===== src/sv/humidity_temp_frame_decoder_core_assert.svh =====
// ----------------------------------------------------------------------------
// Assertion macros for the humidity / temperature frame decoder
// Immediate-implication and next-cycle checks, compiled out with ASSERT_OFF.
// ----------------------------------------------------------------------------
`ifndef HUMIDITY_TEMP_FRAME_DECODER_CORE_ASSERT_SVH
`define HUMIDITY_TEMP_FRAME_DECODER_CORE_ASSERT_SVH

`ifndef ASSERT_OFF
// Same-cycle implication, disabled while reset is asserted.
`define HTFD_ASSERT_IMPLIES(label, clk, rst_n, ante, cons) \
  label: assert property (@(posedge clk) disable iff (!rst_n) (ante) |-> (cons)) \
    else $error("htfd assertion failed");
// Next-cycle implication, disabled while reset is asserted.
`define HTFD_ASSERT_NEXT(label, clk, rst_n, ante, cons) \
  label: assert property (@(posedge clk) disable iff (!rst_n) (ante) |=> (cons)) \
    else $error("htfd assertion failed");
`else
`define HTFD_ASSERT_IMPLIES(label, clk, rst_n, ante, cons)
`define HTFD_ASSERT_NEXT(label, clk, rst_n, ante, cons)
`endif

`endif


===== src/sv/htfd_pkg.sv =====
// ----------------------------------------------------------------------------
// htfd_pkg
// Shared types, constants and the CRC-8 step for the frame decoder.
// ----------------------------------------------------------------------------
package htfd_pkg;

  localparam int unsigned MID_DEPTH = 2;
  localparam int unsigned OUT_DEPTH = 2;

  localparam int unsigned RAW_W   = 20;
  localparam int unsigned HUM_W   = 14;
  localparam int unsigned TEMP_W  = 15;
  localparam int unsigned FRAC_W  = 20;
  localparam int unsigned HPROD_W = RAW_W + HUM_W;
  localparam int unsigned TPROD_W = RAW_W + TEMP_W;

  localparam logic [HUM_W-1:0]  HUM_SCALE   = 14'd10000;
  localparam logic [TEMP_W-1:0] TEMP_SCALE  = 15'd20000;
  localparam logic [TEMP_W:0]   TEMP_OFFSET = 16'd5000;

  localparam logic [7:0] CRC_INIT = 8'hFF;
  localparam logic [7:0] CRC_POLY = 8'h31;

  typedef logic [2:0] byte_pos_t;

  localparam byte_pos_t BYTE_STATUS   = 3'd0;
  localparam byte_pos_t BYTE_HUM_HI   = 3'd1;
  localparam byte_pos_t BYTE_HUM_MID  = 3'd2;
  localparam byte_pos_t BYTE_SPLIT    = 3'd3;
  localparam byte_pos_t BYTE_TEMP_MID = 3'd4;
  localparam byte_pos_t BYTE_TEMP_LO  = 3'd5;
  localparam byte_pos_t BYTE_CRC      = 3'd6;
  localparam byte_pos_t BYTE_UNUSED   = 3'd7;

  typedef struct packed {
    logic full;
    logic empty;
  } fifo_stat_t;

  typedef struct packed {
    logic [RAW_W-1:0] raw_hum;
    logic [RAW_W-1:0] raw_tmp;
    logic             crc_ok;
  } frame_rec_t;

  typedef struct packed {
    logic [HUM_W-1:0]         hum;
    logic signed [TEMP_W-1:0] temp;
    logic                     crc_ok;
  } result_rec_t;

  // CRC-8, MSB first, one byte per call.
  function automatic logic [7:0] crc8_byte(input logic [7:0] crc, input logic [7:0] b);
    logic [7:0] c;
    c = crc ^ b;
    for (int i = 0; i < 8; i++) begin
      if (c[7]) begin
        c = {c[6:0], 1'b0} ^ CRC_POLY;
      end else begin
        c = {c[6:0], 1'b0};
      end
    end
    return c;
  endfunction

endpackage


===== src/sv/htfd_fifo.sv =====
// ----------------------------------------------------------------------------
// htfd_fifo
// Small register queue with first-word fall-through read.
// ----------------------------------------------------------------------------
module htfd_fifo #(
  parameter int unsigned WIDTH = 8,
  parameter int unsigned DEPTH = 2
) (
  input  logic                 clk,
  input  logic                 rst_n,
  input  logic                 push,
  input  logic [WIDTH-1:0]     wdata,
  input  logic                 pop,
  output logic [WIDTH-1:0]     rdata,
  output htfd_pkg::fifo_stat_t stat
);

  localparam int unsigned AW = (DEPTH > 1) ? $clog2(DEPTH) : 1;
  localparam int unsigned CW = $clog2(DEPTH + 1);
  localparam logic [AW-1:0] LAST = AW'(DEPTH - 1);

  logic [WIDTH-1:0] mem_r [DEPTH];
  logic [AW-1:0]    wr_ptr_r, wr_ptr_nxt;
  logic [AW-1:0]    rd_ptr_r, rd_ptr_nxt;
  logic [CW-1:0]    count_r, count_nxt;
  logic             do_push, do_pop;

  assign stat.full  = (count_r == CW'(DEPTH));
  assign stat.empty = (count_r == '0);
  assign do_push    = push && !stat.full;
  assign do_pop     = pop && !stat.empty;
  assign rdata      = mem_r[rd_ptr_r];

  always_comb begin
    wr_ptr_nxt = wr_ptr_r;
    rd_ptr_nxt = rd_ptr_r;
    count_nxt  = count_r;
    if (do_push) begin
      wr_ptr_nxt = (wr_ptr_r == LAST) ? '0 : wr_ptr_r + 1'b1;
    end
    if (do_pop) begin
      rd_ptr_nxt = (rd_ptr_r == LAST) ? '0 : rd_ptr_r + 1'b1;
    end
    if (do_push && !do_pop) begin
      count_nxt = count_r + 1'b1;
    end else if (do_pop && !do_push) begin
      count_nxt = count_r - 1'b1;
    end
  end

  always_ff @(posedge clk) begin
    if (!rst_n) begin
      wr_ptr_r <= '0;
      rd_ptr_r <= '0;
      count_r  <= '0;
    end else begin
      wr_ptr_r <= wr_ptr_nxt;
      rd_ptr_r <= rd_ptr_nxt;
      count_r  <= count_nxt;
    end
  end

  always_ff @(posedge clk) begin
    if (do_push) begin
      mem_r[wr_ptr_r] <= wdata;
    end
  end

endmodule


===== src/sv/htfd_front.sv =====
// ----------------------------------------------------------------------------
// htfd_front
// Frame assembler: tracks byte position, runs the CRC, gathers raw fields.
// ----------------------------------------------------------------------------
module htfd_front (
  input  logic                 clk,
  input  logic                 rst_n,
  input  logic                 in_push,
  input  logic [7:0]           in_data_byte,
  input  logic                 in_frame_start,
  input  htfd_pkg::fifo_stat_t q_stat,
  output logic                 rec_push,
  output htfd_pkg::frame_rec_t rec
);

  htfd_pkg::byte_pos_t             pos_r, pos_nxt, pos;
  logic [7:0]                      crc_r, crc_nxt;
  logic [htfd_pkg::RAW_W-1:0]      hum_r, hum_nxt;
  logic [htfd_pkg::RAW_W-1:0]      temp_r, temp_nxt;
  logic                            accept;

  assign accept = in_push && !q_stat.full;

  // Start flag or a stray position forces byte 0.
  assign pos = (in_frame_start || pos_r == htfd_pkg::BYTE_UNUSED) ?
               htfd_pkg::BYTE_STATUS : pos_r;

  assign rec.raw_hum  = hum_r;
  assign rec.raw_tmp  = temp_r;
  assign rec.crc_ok   = (in_data_byte == crc_r);
  assign rec_push     = accept && (pos == htfd_pkg::BYTE_CRC);

  always_comb begin
    pos_nxt  = pos_r;
    crc_nxt  = crc_r;
    hum_nxt  = hum_r;
    temp_nxt = temp_r;
    if (accept) begin
      if (pos == htfd_pkg::BYTE_CRC) begin
        pos_nxt = htfd_pkg::BYTE_STATUS;
        crc_nxt = htfd_pkg::CRC_INIT;
      end else begin
        pos_nxt = pos + 1'b1;
        crc_nxt = htfd_pkg::crc8_byte(
                    (pos == htfd_pkg::BYTE_STATUS) ? htfd_pkg::CRC_INIT : crc_r,
                    in_data_byte);
      end
      unique case (pos)
        htfd_pkg::BYTE_HUM_HI: begin
          hum_nxt = {in_data_byte, 12'h000};
        end
        htfd_pkg::BYTE_HUM_MID: begin
          hum_nxt = {hum_r[19:12], in_data_byte, 4'h0};
        end
        htfd_pkg::BYTE_SPLIT: begin
          hum_nxt  = {hum_r[19:4], in_data_byte[7:4]};
          temp_nxt = {in_data_byte[3:0], 16'h0000};
        end
        htfd_pkg::BYTE_TEMP_MID: begin
          temp_nxt = {temp_r[19:16], in_data_byte, 8'h00};
        end
        htfd_pkg::BYTE_TEMP_LO: begin
          temp_nxt = {temp_r[19:8], in_data_byte};
        end
        default: begin
        end
      endcase
    end
  end

  always_ff @(posedge clk) begin
    if (!rst_n) begin
      pos_r  <= htfd_pkg::BYTE_STATUS;
      crc_r  <= htfd_pkg::CRC_INIT;
      hum_r  <= '0;
      temp_r <= '0;
    end else begin
      pos_r  <= pos_nxt;
      crc_r  <= crc_nxt;
      hum_r  <= hum_nxt;
      temp_r <= temp_nxt;
    end
  end

endmodule


===== src/sv/htfd_back.sv =====
// ----------------------------------------------------------------------------
// htfd_back
// Scaler: multiplies raw fields, shifts, offsets, queues finished results.
// ----------------------------------------------------------------------------
module htfd_back #(
  parameter int unsigned OUT_DEPTH = htfd_pkg::OUT_DEPTH
) (
  input  logic                  clk,
  input  logic                  rst_n,
  input  htfd_pkg::frame_rec_t  rec,
  input  htfd_pkg::fifo_stat_t  q_stat,
  output logic                  rec_pop,
  input  logic                  out_pop,
  output htfd_pkg::result_rec_t res,
  output logic                  out_empty
);

  logic                              s1_valid_r, s1_valid_nxt;
  logic [htfd_pkg::HPROD_W-1:0]      hprod_r;
  logic [htfd_pkg::TPROD_W-1:0]      tprod_r;
  logic                              crc_ok_r;
  logic                              res_push;
  logic [htfd_pkg::TEMP_W:0]         temp_wide;
  htfd_pkg::result_rec_t             res_in;
  htfd_pkg::fifo_stat_t              oq_stat;

  assign res_push = s1_valid_r && !oq_stat.full;
  assign rec_pop  = !q_stat.empty && (!s1_valid_r || !oq_stat.full);

  always_comb begin
    s1_valid_nxt = s1_valid_r;
    if (rec_pop) begin
      s1_valid_nxt = 1'b1;
    end else if (res_push) begin
      s1_valid_nxt = 1'b0;
    end
  end

  always_ff @(posedge clk) begin
    if (!rst_n) begin
      s1_valid_r <= 1'b0;
    end else begin
      s1_valid_r <= s1_valid_nxt;
    end
  end

  always_ff @(posedge clk) begin
    if (rec_pop) begin
      hprod_r  <= htfd_pkg::HPROD_W'(rec.raw_hum) * htfd_pkg::HPROD_W'(htfd_pkg::HUM_SCALE);
      tprod_r  <= htfd_pkg::TPROD_W'(rec.raw_tmp) * htfd_pkg::TPROD_W'(htfd_pkg::TEMP_SCALE);
      crc_ok_r <= rec.crc_ok;
    end
  end

  // Subtract in one extra bit, then drop it: result range fits signed 15 bits.
  assign temp_wide = {1'b0, tprod_r[htfd_pkg::TPROD_W-1:htfd_pkg::FRAC_W]}
                     - htfd_pkg::TEMP_OFFSET;

  assign res_in.hum    = hprod_r[htfd_pkg::HPROD_W-1:htfd_pkg::FRAC_W];
  assign res_in.temp   = signed'(temp_wide[htfd_pkg::TEMP_W-1:0]);
  assign res_in.crc_ok = crc_ok_r;

  htfd_fifo #(
    .WIDTH ($bits(htfd_pkg::result_rec_t)),
    .DEPTH (OUT_DEPTH)
  ) u_out_q (
    .clk   (clk),
    .rst_n (rst_n),
    .push  (res_push),
    .wdata (res_in),
    .pop   (out_pop),
    .rdata (res),
    .stat  (oq_stat)
  );

  assign out_empty = oq_stat.empty;

endmodule


===== src/sv/humidity_temp_frame_decoder_core.sv =====
// ----------------------------------------------------------------------------
// humidity_temp_frame_decoder_core: 7-byte sensor reply decoder with CRC-8
// Takes one byte per cycle while in_full is low; one result per seven bytes, set by the front.
// A result passes the middle queue, the multiply stage and the output queue to out_ ports.
// Reset (sync, active low) empties both queues and restarts the frame at byte 0.
// ----------------------------------------------------------------------------
`include "humidity_temp_frame_decoder_core_assert.svh"

module humidity_temp_frame_decoder_core #(
  parameter int unsigned MID_DEPTH = htfd_pkg::MID_DEPTH,
  parameter int unsigned OUT_DEPTH = htfd_pkg::OUT_DEPTH
) (
  input  logic                              clk,
  input  logic                              rst_n,
  // byte channel
  input  logic                              in_push,
  output logic                              in_full,
  input  logic [7:0]                        in_data_byte,
  input  logic                              in_frame_start,
  // result channel
  output logic                              out_empty,
  input  logic                              out_pop,
  output logic [htfd_pkg::HUM_W-1:0]        out_humidity_centi,
  output logic signed [htfd_pkg::TEMP_W-1:0] out_temperature_centi,
  output logic                              out_crc_ok
);

  // Front: every accepted byte beat updates the registered position, CRC and raw fields.
  // On the CRC byte it emits a frame record (raw fields plus CRC verdict).
  // Middle queue: decouples the front from the scaler so either may stall.
  // Back: one multiply stage, then shift/offset into the output queue.

  htfd_pkg::frame_rec_t  rec_in, rec_out;
  htfd_pkg::fifo_stat_t  mid_stat;
  htfd_pkg::result_rec_t res;
  logic                  mid_push, mid_pop;

  // Hold off bytes only while the frame record queue is full.
  assign in_full = mid_stat.full;

  htfd_front u_front (
    .clk            (clk),
    .rst_n          (rst_n),
    .in_push        (in_push),
    .in_data_byte   (in_data_byte),
    .in_frame_start (in_frame_start),
    .q_stat         (mid_stat),
    .rec_push       (mid_push),
    .rec            (rec_in)
  );

  htfd_fifo #(
    .WIDTH ($bits(htfd_pkg::frame_rec_t)),
    .DEPTH (MID_DEPTH)
  ) u_mid_q (
    .clk   (clk),
    .rst_n (rst_n),
    .push  (mid_push),
    .wdata (rec_in),
    .pop   (mid_pop),
    .rdata (rec_out),
    .stat  (mid_stat)
  );

  htfd_back #(
    .OUT_DEPTH (OUT_DEPTH)
  ) u_back (
    .clk       (clk),
    .rst_n     (rst_n),
    .rec       (rec_out),
    .q_stat    (mid_stat),
    .rec_pop   (mid_pop),
    .out_pop   (out_pop),
    .res       (res),
    .out_empty (out_empty)
  );

  // Drive result ports from the head of the output queue.
  assign out_humidity_centi    = res.hum;
  assign out_temperature_centi = res.temp;
  assign out_crc_ok            = res.crc_ok;

  // A CRC byte beat must leave a frame record waiting in the middle queue.
  `HTFD_ASSERT_NEXT(a_frame_queued, clk, rst_n, mid_push, !mid_stat.empty)
  // Scaled humidity never exceeds 99.99 percent.
  `HTFD_ASSERT_IMPLIES(a_hum_range, clk, rst_n, !out_empty, out_humidity_centi <= 14'd9999)
  // Offset temperature never drops below -50.00 degrees.
  `HTFD_ASSERT_IMPLIES(a_temp_range, clk, rst_n, !out_empty, out_temperature_centi >= -15'sd5000)

endmodule


===== config.mk =====
export PLATFORM = sky130hd
export DESIGN_NAME = humidity_temp_frame_decoder_core
export DESIGN_NICKNAME = d
export VERILOG_FILES = /design/src/sv/htfd_pkg.sv /design/src/sv/htfd_fifo.sv /design/src/sv/htfd_front.sv /design/src/sv/htfd_back.sv /design/src/sv/humidity_temp_frame_decoder_core.sv
export VERILOG_INCLUDE_DIRS = /design/src /design/src/sv
export SDC_FILE = /design/constraint.sdc
export NUM_CORES = 1
export LEC_CHECK = 0
export ABC_AREA = 1
export BUFFER_PORTS_ARGS = -buffer_cell sky130_fd_sc_hd__clkbuf_2
export CELL_PAD_IN_SITES_DETAIL_PLACEMENT = 0
export CELL_PAD_IN_SITES_GLOBAL_PLACEMENT = 1
export CORE_UTILIZATION = 45
export CTS_CLUSTER_DIAMETER = 150
export DETAILED_ROUTE_END_ITERATION = 8
export PLACE_DENSITY_LB_ADDON = 0.1
export SETUP_SLACK_MARGIN = 0.1
export SLEW_MARGIN = 20
export SYNTH_ARGS = -nofsm -noshare
export SYNTH_HDL_FRONTEND = slang
export SYNTH_SLANG_ARGS = --single-unit

===== constraint.sdc =====
create_clock -name clk -period 5.4 [get_ports clk]
set_input_delay 0.27 -clock clk [delete_from_list [all_inputs] [get_ports clk]]
set_output_delay 0.27 -clock clk [all_outputs]
set_load 0.01 [all_outputs]

# ---- After elaboration in Yosys (flattened, before gate mapping)
# Memory sizes are Yosys's and may differ from the RTL's. A register that Yosys moved wholly into a read port is not among the register bits.
# Index checks and enable logic that the tools add are counted.
dict set report totals {
  ff_bits 121
  mem_bits_rw 142
  in_bits 13
  n_memories 2
}
dict set report classes {
  n_addsub 10
  multipliers 2
  eq_ne 10
  muxes 46
  bitwise 13
  reduce_logical 39
}
# memory depth width rd rd_clocked_by_memory_dff wr line
set mem_list {}
lappend mem_list {u_mid_q.mem_r 2 41 1 1 1 htfd_fifo.sv:22} ;# logic [WIDTH-1:0] mem_r [DEPTH];
lappend mem_list {u_back.u_out_q.mem_r 2 30 1 1 1 htfd_fifo.sv:22}
# cell count
set op_table {}
lappend op_table {{2-to-1 mux 8 bit} 16}
lappend op_table {{case mux 20 bit (3 select lines)} 2}
lappend op_table {{multiplier 20 x 10 -> 30 bit, second input constant} 2}
lappend op_table {{2-to-1 mux 6 bit} 8}
lappend op_table {{NOT 3 bit} 8}
lappend op_table {{subtractor 15 x 13 -> 15 bit, second input constant} 1}
lappend op_table {{2-to-1 mux 1 bit} 14}
lappend op_table {{== test 3 bit, second input constant} 4}
lappend op_table {{logical AND 1 bit} 12}
lappend op_table {{nonzero test 2 bit} 5}
lappend op_table {{zero test 1 bit} 9}
lappend op_table {{== test 8 bit} 1}
lappend op_table {{2-to-1 mux 2 bit} 4}
lappend op_table {{AND reduction 4 bit} 2}
lappend op_table {{XOR 8 bit} 1}
lappend op_table {{== test 3 x 2 -> 1 bit, second input constant} 2}
lappend op_table {{2-to-1 mux 3 bit} 2}
lappend op_table {{AND reduction 3 bit} 2}
lappend op_table {{nonzero test 3 bit} 2}
lappend op_table {{adder 1 bit, second input constant} 4}
lappend op_table {{adder 2 x 1 -> 2 bit, second input constant} 2}
lappend op_table {{== test 2 bit, second input constant} 2}
lappend op_table {{zero test 2 bit} 2}
lappend op_table {{NOT 1 bit} 4}
lappend op_table {{other kinds (6)} 9}

# ---- Logic depth before layout (Yosys ltp)
dict set report logic_depth {
  ltp_word 37
  ltp_mapped 27
}

# ---- Modules after synthesis
# From an unflattened synthesis, not the netlist that was laid out.
dict set report hier_totals {
  cells_unflattened 1695
  hier_area_um2 16439.5
}
# mod n_inst cells_each area_each_um2 seq_area_each_um2
set by_module_without_submodules {}
lappend by_module_without_submodules {htfd_back 1 1061 8137.8 920.9}
lappend by_module_without_submodules {{htfd_fifo (u_mid_q)} 1 166 3410.8 2562.5}
lappend by_module_without_submodules {htfd_front 1 337 2481.1 1021.0}
lappend by_module_without_submodules {{htfd_fifo (u_back.u_out_q)} 1 131 2409.8 1901.8}

# ---- Least setup slack after synthesis
# No wires, ideal clock.
dict set report synth_path {
  path_type {register to register}
  start {register with a tool-made name}
  end {register u_back.tprod_r[33] (netlist bit) (data pin)}
  arrival_ns 4.919
  path_slack_ns 0.228
  path_stages_with_launch 25
  n_path_buf 4
  cell_sequence {dfxtp_1 -> buf_6 -> buf_2 -> buf_2 -> clkbuf_1 -> nand2_1 -> o21ai_0 -> inv_1 -> fa_1 -> inv_1 -> xor2_1 -> inv_1 -> fa_1 -> ha_1 -> inv_1 -> fa_1 -> inv_1 -> ha_1 -> a21oi_1 -> o21ai_0 -> o21bai_1 -> a221oi_1 -> nand2_1 -> nand2_1 -> nand2_1}
}
# item line
set synth_lines {}
lappend synth_lines {{to (signal assigned)} htfd_back.sv:50} ;# tprod_r <= htfd_pkg::TPROD_W'(rec.raw_tmp) * htfd_pkg::TPROD_W'(htfd_pkg::TEMP_SCALE);
lappend synth_lines {{to (decl)} htfd_back.sv:20} ;# logic [htfd_pkg::TPROD_W-1:0] tprod_r;

==> flow_metrics.env <==
export IMPL_outcome="finished, final reports clean"
export IMPL_num_vias=10210
export IMPL_viasPerCell=4.882
export IMPL_drive_gt1_share_pct=12.23
export IMPL_n_antenna_cell=0
export IMPL_nNetsFinal=1891
export IMPL_core_rowCount=67
export IMPL_clock_sinks=234
export IMPL_critPathKind="flip-flop to flip-flop"
export IMPL_dieArea_um2=35140
export IMPL_grt_pass1_wl_um=52970
export IMPL_syn_nets=1818
export IMPL_worstMarginPinSlew_ps=900.1
export IMPL_clk_latency_ps=530
export IMPL_cts_tree="yes"
export IMPL_gp_congestion=0.8815
export IMPL_cpPeakStageDelay_ps=530
export IMPL_synth_largest_area_cell="edfxtp_1"
export IMPL_drc=0
export IMPL_synth_seq_area_share_pct=41.39
export IMPL_die_w_um=187.5
export IMPL_antenna_found_initial=0
export IMPL_min_period_ps=4997
export IMPL_worstHoldPathType="primary input to flip-flop"
export IMPL_maxCapViolations=0
export IMPL_tns_ps=0
export IMPL_worstPathMaxFanout=35
export IMPL_finalHoldViolCount=0
export IMPL_grt_pass1_vias=10280
export IMPL_grt_max_degree=44
export IMPL_grt_overflow=0
export IMPL_pin_count=45
export IMPL_setup_viol=0
export IMPL_start_util_pct=45.92
export IMPL_synth_edf_count=172
export IMPL_cpMaxStageDelayCell="fa_1"
export IMPL_rsz0062_at_grt="true"
export IMPL_postRouteAntennaNets=0
export IMPL_hpwl_um=25460
export IMPL_ys_ff_latch=234
export IMPL_slew_viol_final=0
export IMPL_synthToLayoutAreaGrowth_pct=11.59
export IMPL_synth_area_leaders="edfxtp_1, ha_1, fa_1"
export IMPL_drt_pass1_iterations=5
export IMPL_dp_slack_ps=159.0
export IMPL_synth_area_um2=15480
export IMPL_wl_per_cell_um=15.14
export IMPL_post_route_period_util_pct=92.54
export IMPL_cp_end_kind="flip-flop"
export IMPL_crit_arrival_ps=5270
export IMPL_critical_path_required_ps=5670
export IMPL_max_freq_mhz=200.1
export IMPL_fin_ws_ps=403.1
export IMPL_synth_cells=1551
export IMPL_grt_use_total_pct=18.70
export IMPL_synth_ff_type="edfxtp_1"
export IMPL_die_y_um=187.5
export IMPL_synthDistinctLibCells=47
export IMPL_clk_pin_slew_ps=60
export IMPL_cts_root_buf="clkbuf_16"
export IMPL_drt_total_wl_um=31680
export IMPL_cts_buffers_inserted=26
export IMPL_clockBufferDepth=3
export IMPL_path_cells="buf_12 > mux2_2 > fa_1 > ha_1 > fa_1 > ha_1 > inv_1 > fa_1 > inv_1 > ha_1 > nand2_1 > nor4_2 > nand3_1 > nand3_1 > a21oi_1 > xor2_1"
export IMPL_nFillCells=3157
export IMPL_slew_limit_headroom_pct=39.15
export IMPL_skew_ps=12.46
export IMPL_synth_async_reset_ratio_pct=0
export IMPL_syn_mean_instance_area_um2=9.978
export IMPL_synth_top_cell_area_share_pct=33.37
export IMPL_first_iter_violations=499
export IMPL_coreArea_um2=33700
export IMPL_portBuffers=44
export IMPL_post_cts_buffers=0
export IMPL_critPathLaunchType="flip-flop"
export IMPL_htreeDepth=1
export IMPL_yosys_warnings=0
[final timing paths]
kind	startpoint	endpoint	slack, ps	depth (start not counted)
max	flip-flop	u_back.hprod_r[30]	400	16
min	in_data_byte[2]	u_front.hum_r[14]	140	3
max reg2reg	flip-flop	u_back.hprod_r[30]	400	16
min reg2reg	u_back.crc_ok_r	u_back.u_out_q.mem_r[0][0]	440	0
[synthesized netlist by cell type, types with 5 or more instances]
master and instances:
ha_1 170, o21ai_2 5, nor3_1 12, xnor2_1 11, a21o_1 10, nand3_1 43
clkbuf_1 17, nor2_1 83, xor2_1 42, a21oi_1 118, fa_1 84, o21ai_0 76
dfxtp_1 62, nand3b_1 12, o21bai_1 5, edfxtp_1 172, nand2_2 14, mux2_2 46
inv_1 261, nand2_1 248, o21ai_1 9
[metal layers]
metal  GRT usage, %  share of wire [%]  vias up
met2          31.64                 46      125
met4          3.815                1.7        0
met1          25.99                 49     4735
met3          2.008                2.6       39
met5              0                  0        -
li1               -                  -     5314
[logic make-up (layout without fill, tap and decap cells)]
family	Yosys count	count (layout)	share of synthesized area [%]
buf+inv	289	382	7.147
fa+ha+maj	254	254	24.61
flops	234	234	41.39
simple gates	433	433	11.96
mux	46	46	3.347
xor+xnor	53	53	2.999
compound gates	242	242	8.545
[layout by cell type, fill, tap and decap left out, types with 14 or more instances in the layout]
master and n:
dfxtp_1 61, nand3_1 43, clkbuf_16 27, clkbuf_2 44, nand2_1 248, mux2_2 46
inv_1 261, a21oi_1 115, edfxtp_1 172, xor2_1 42, fa_1 84, o21ai_0 67
o21ai_1 17, ha_1 170, nand2_2 14, nor2_1 79, buf_4 25
[area by class of cell]
| cell class | instances | area (um2) | share of cell area (%) |
|---|---|---|---|
| Timing Repair Buffer | 70 | 427.9 | 2.478 |
| Inverter | 264 | 991.0 | 5.738 |
| Tap cell | 448 | 560.5 | 3.246 |
| Clock inverter | 12 | 128.9 | 0.7463 |
| Sequential cell | 234 | 6410 | 37.12 |
| Multi-Input combinational cell | 1028 | 8011 | 46.39 |
| Clock buffer | 36 | 739.5 | 4.282 |
[worst max-delay path: cells and delay by family, from the launching register on]
kind,cells,cell delay (ps)
simple gates,4,790
xor+xnor,1,150
fa+ha+maj,6,2450
flops,1,440
compound gates,1,120
buf+inv,3,300
mux,1,460
[state kept, by name, summed over array words and instances, names as in the netlist, 2 cells and up, named ones only]
register and count:
u_front.crc_r 8, u_front.pos_r 3, u_back.u_out_q.mem_r 60, u_back.hprod_r 14, u_front.hum_r 20, u_back.tprod_r 15
u_back.u_out_q.count_r 2, u_front.temp_r 20, u_mid_q.count_r 2, u_mid_q.mem_r 82
[per-stage QoR]
| stage | hold slack, ps | instances | utilization [%] | area, um2 |
|---|---|---|---|---|
| after floorplan | 417.5 | 1551 | - | 15480 |
| after global placement | 423.6 | 2044 | 48.58 | 16370 |
| after detailed placement | 429.6 | 2044 | 48.58 | 16370 |
| after CTS | 120.9 | 2092 | 51.15 | 17240 |
| after global routing | 133.4 | 2092 | 51.24 | 17270 |
| final | 135.7 | 2092 | 51.24 | 17270 |
[what timing repair did]
item | in CTS | in global routing
endpoints found under the setup margin | 0 | 14
hold buffers | 0 | 0
resized for setup | 0 | 16
Power is not shown: default switching activity piles up to over one toggle a cycle in this logic, so the estimate is an artifact.
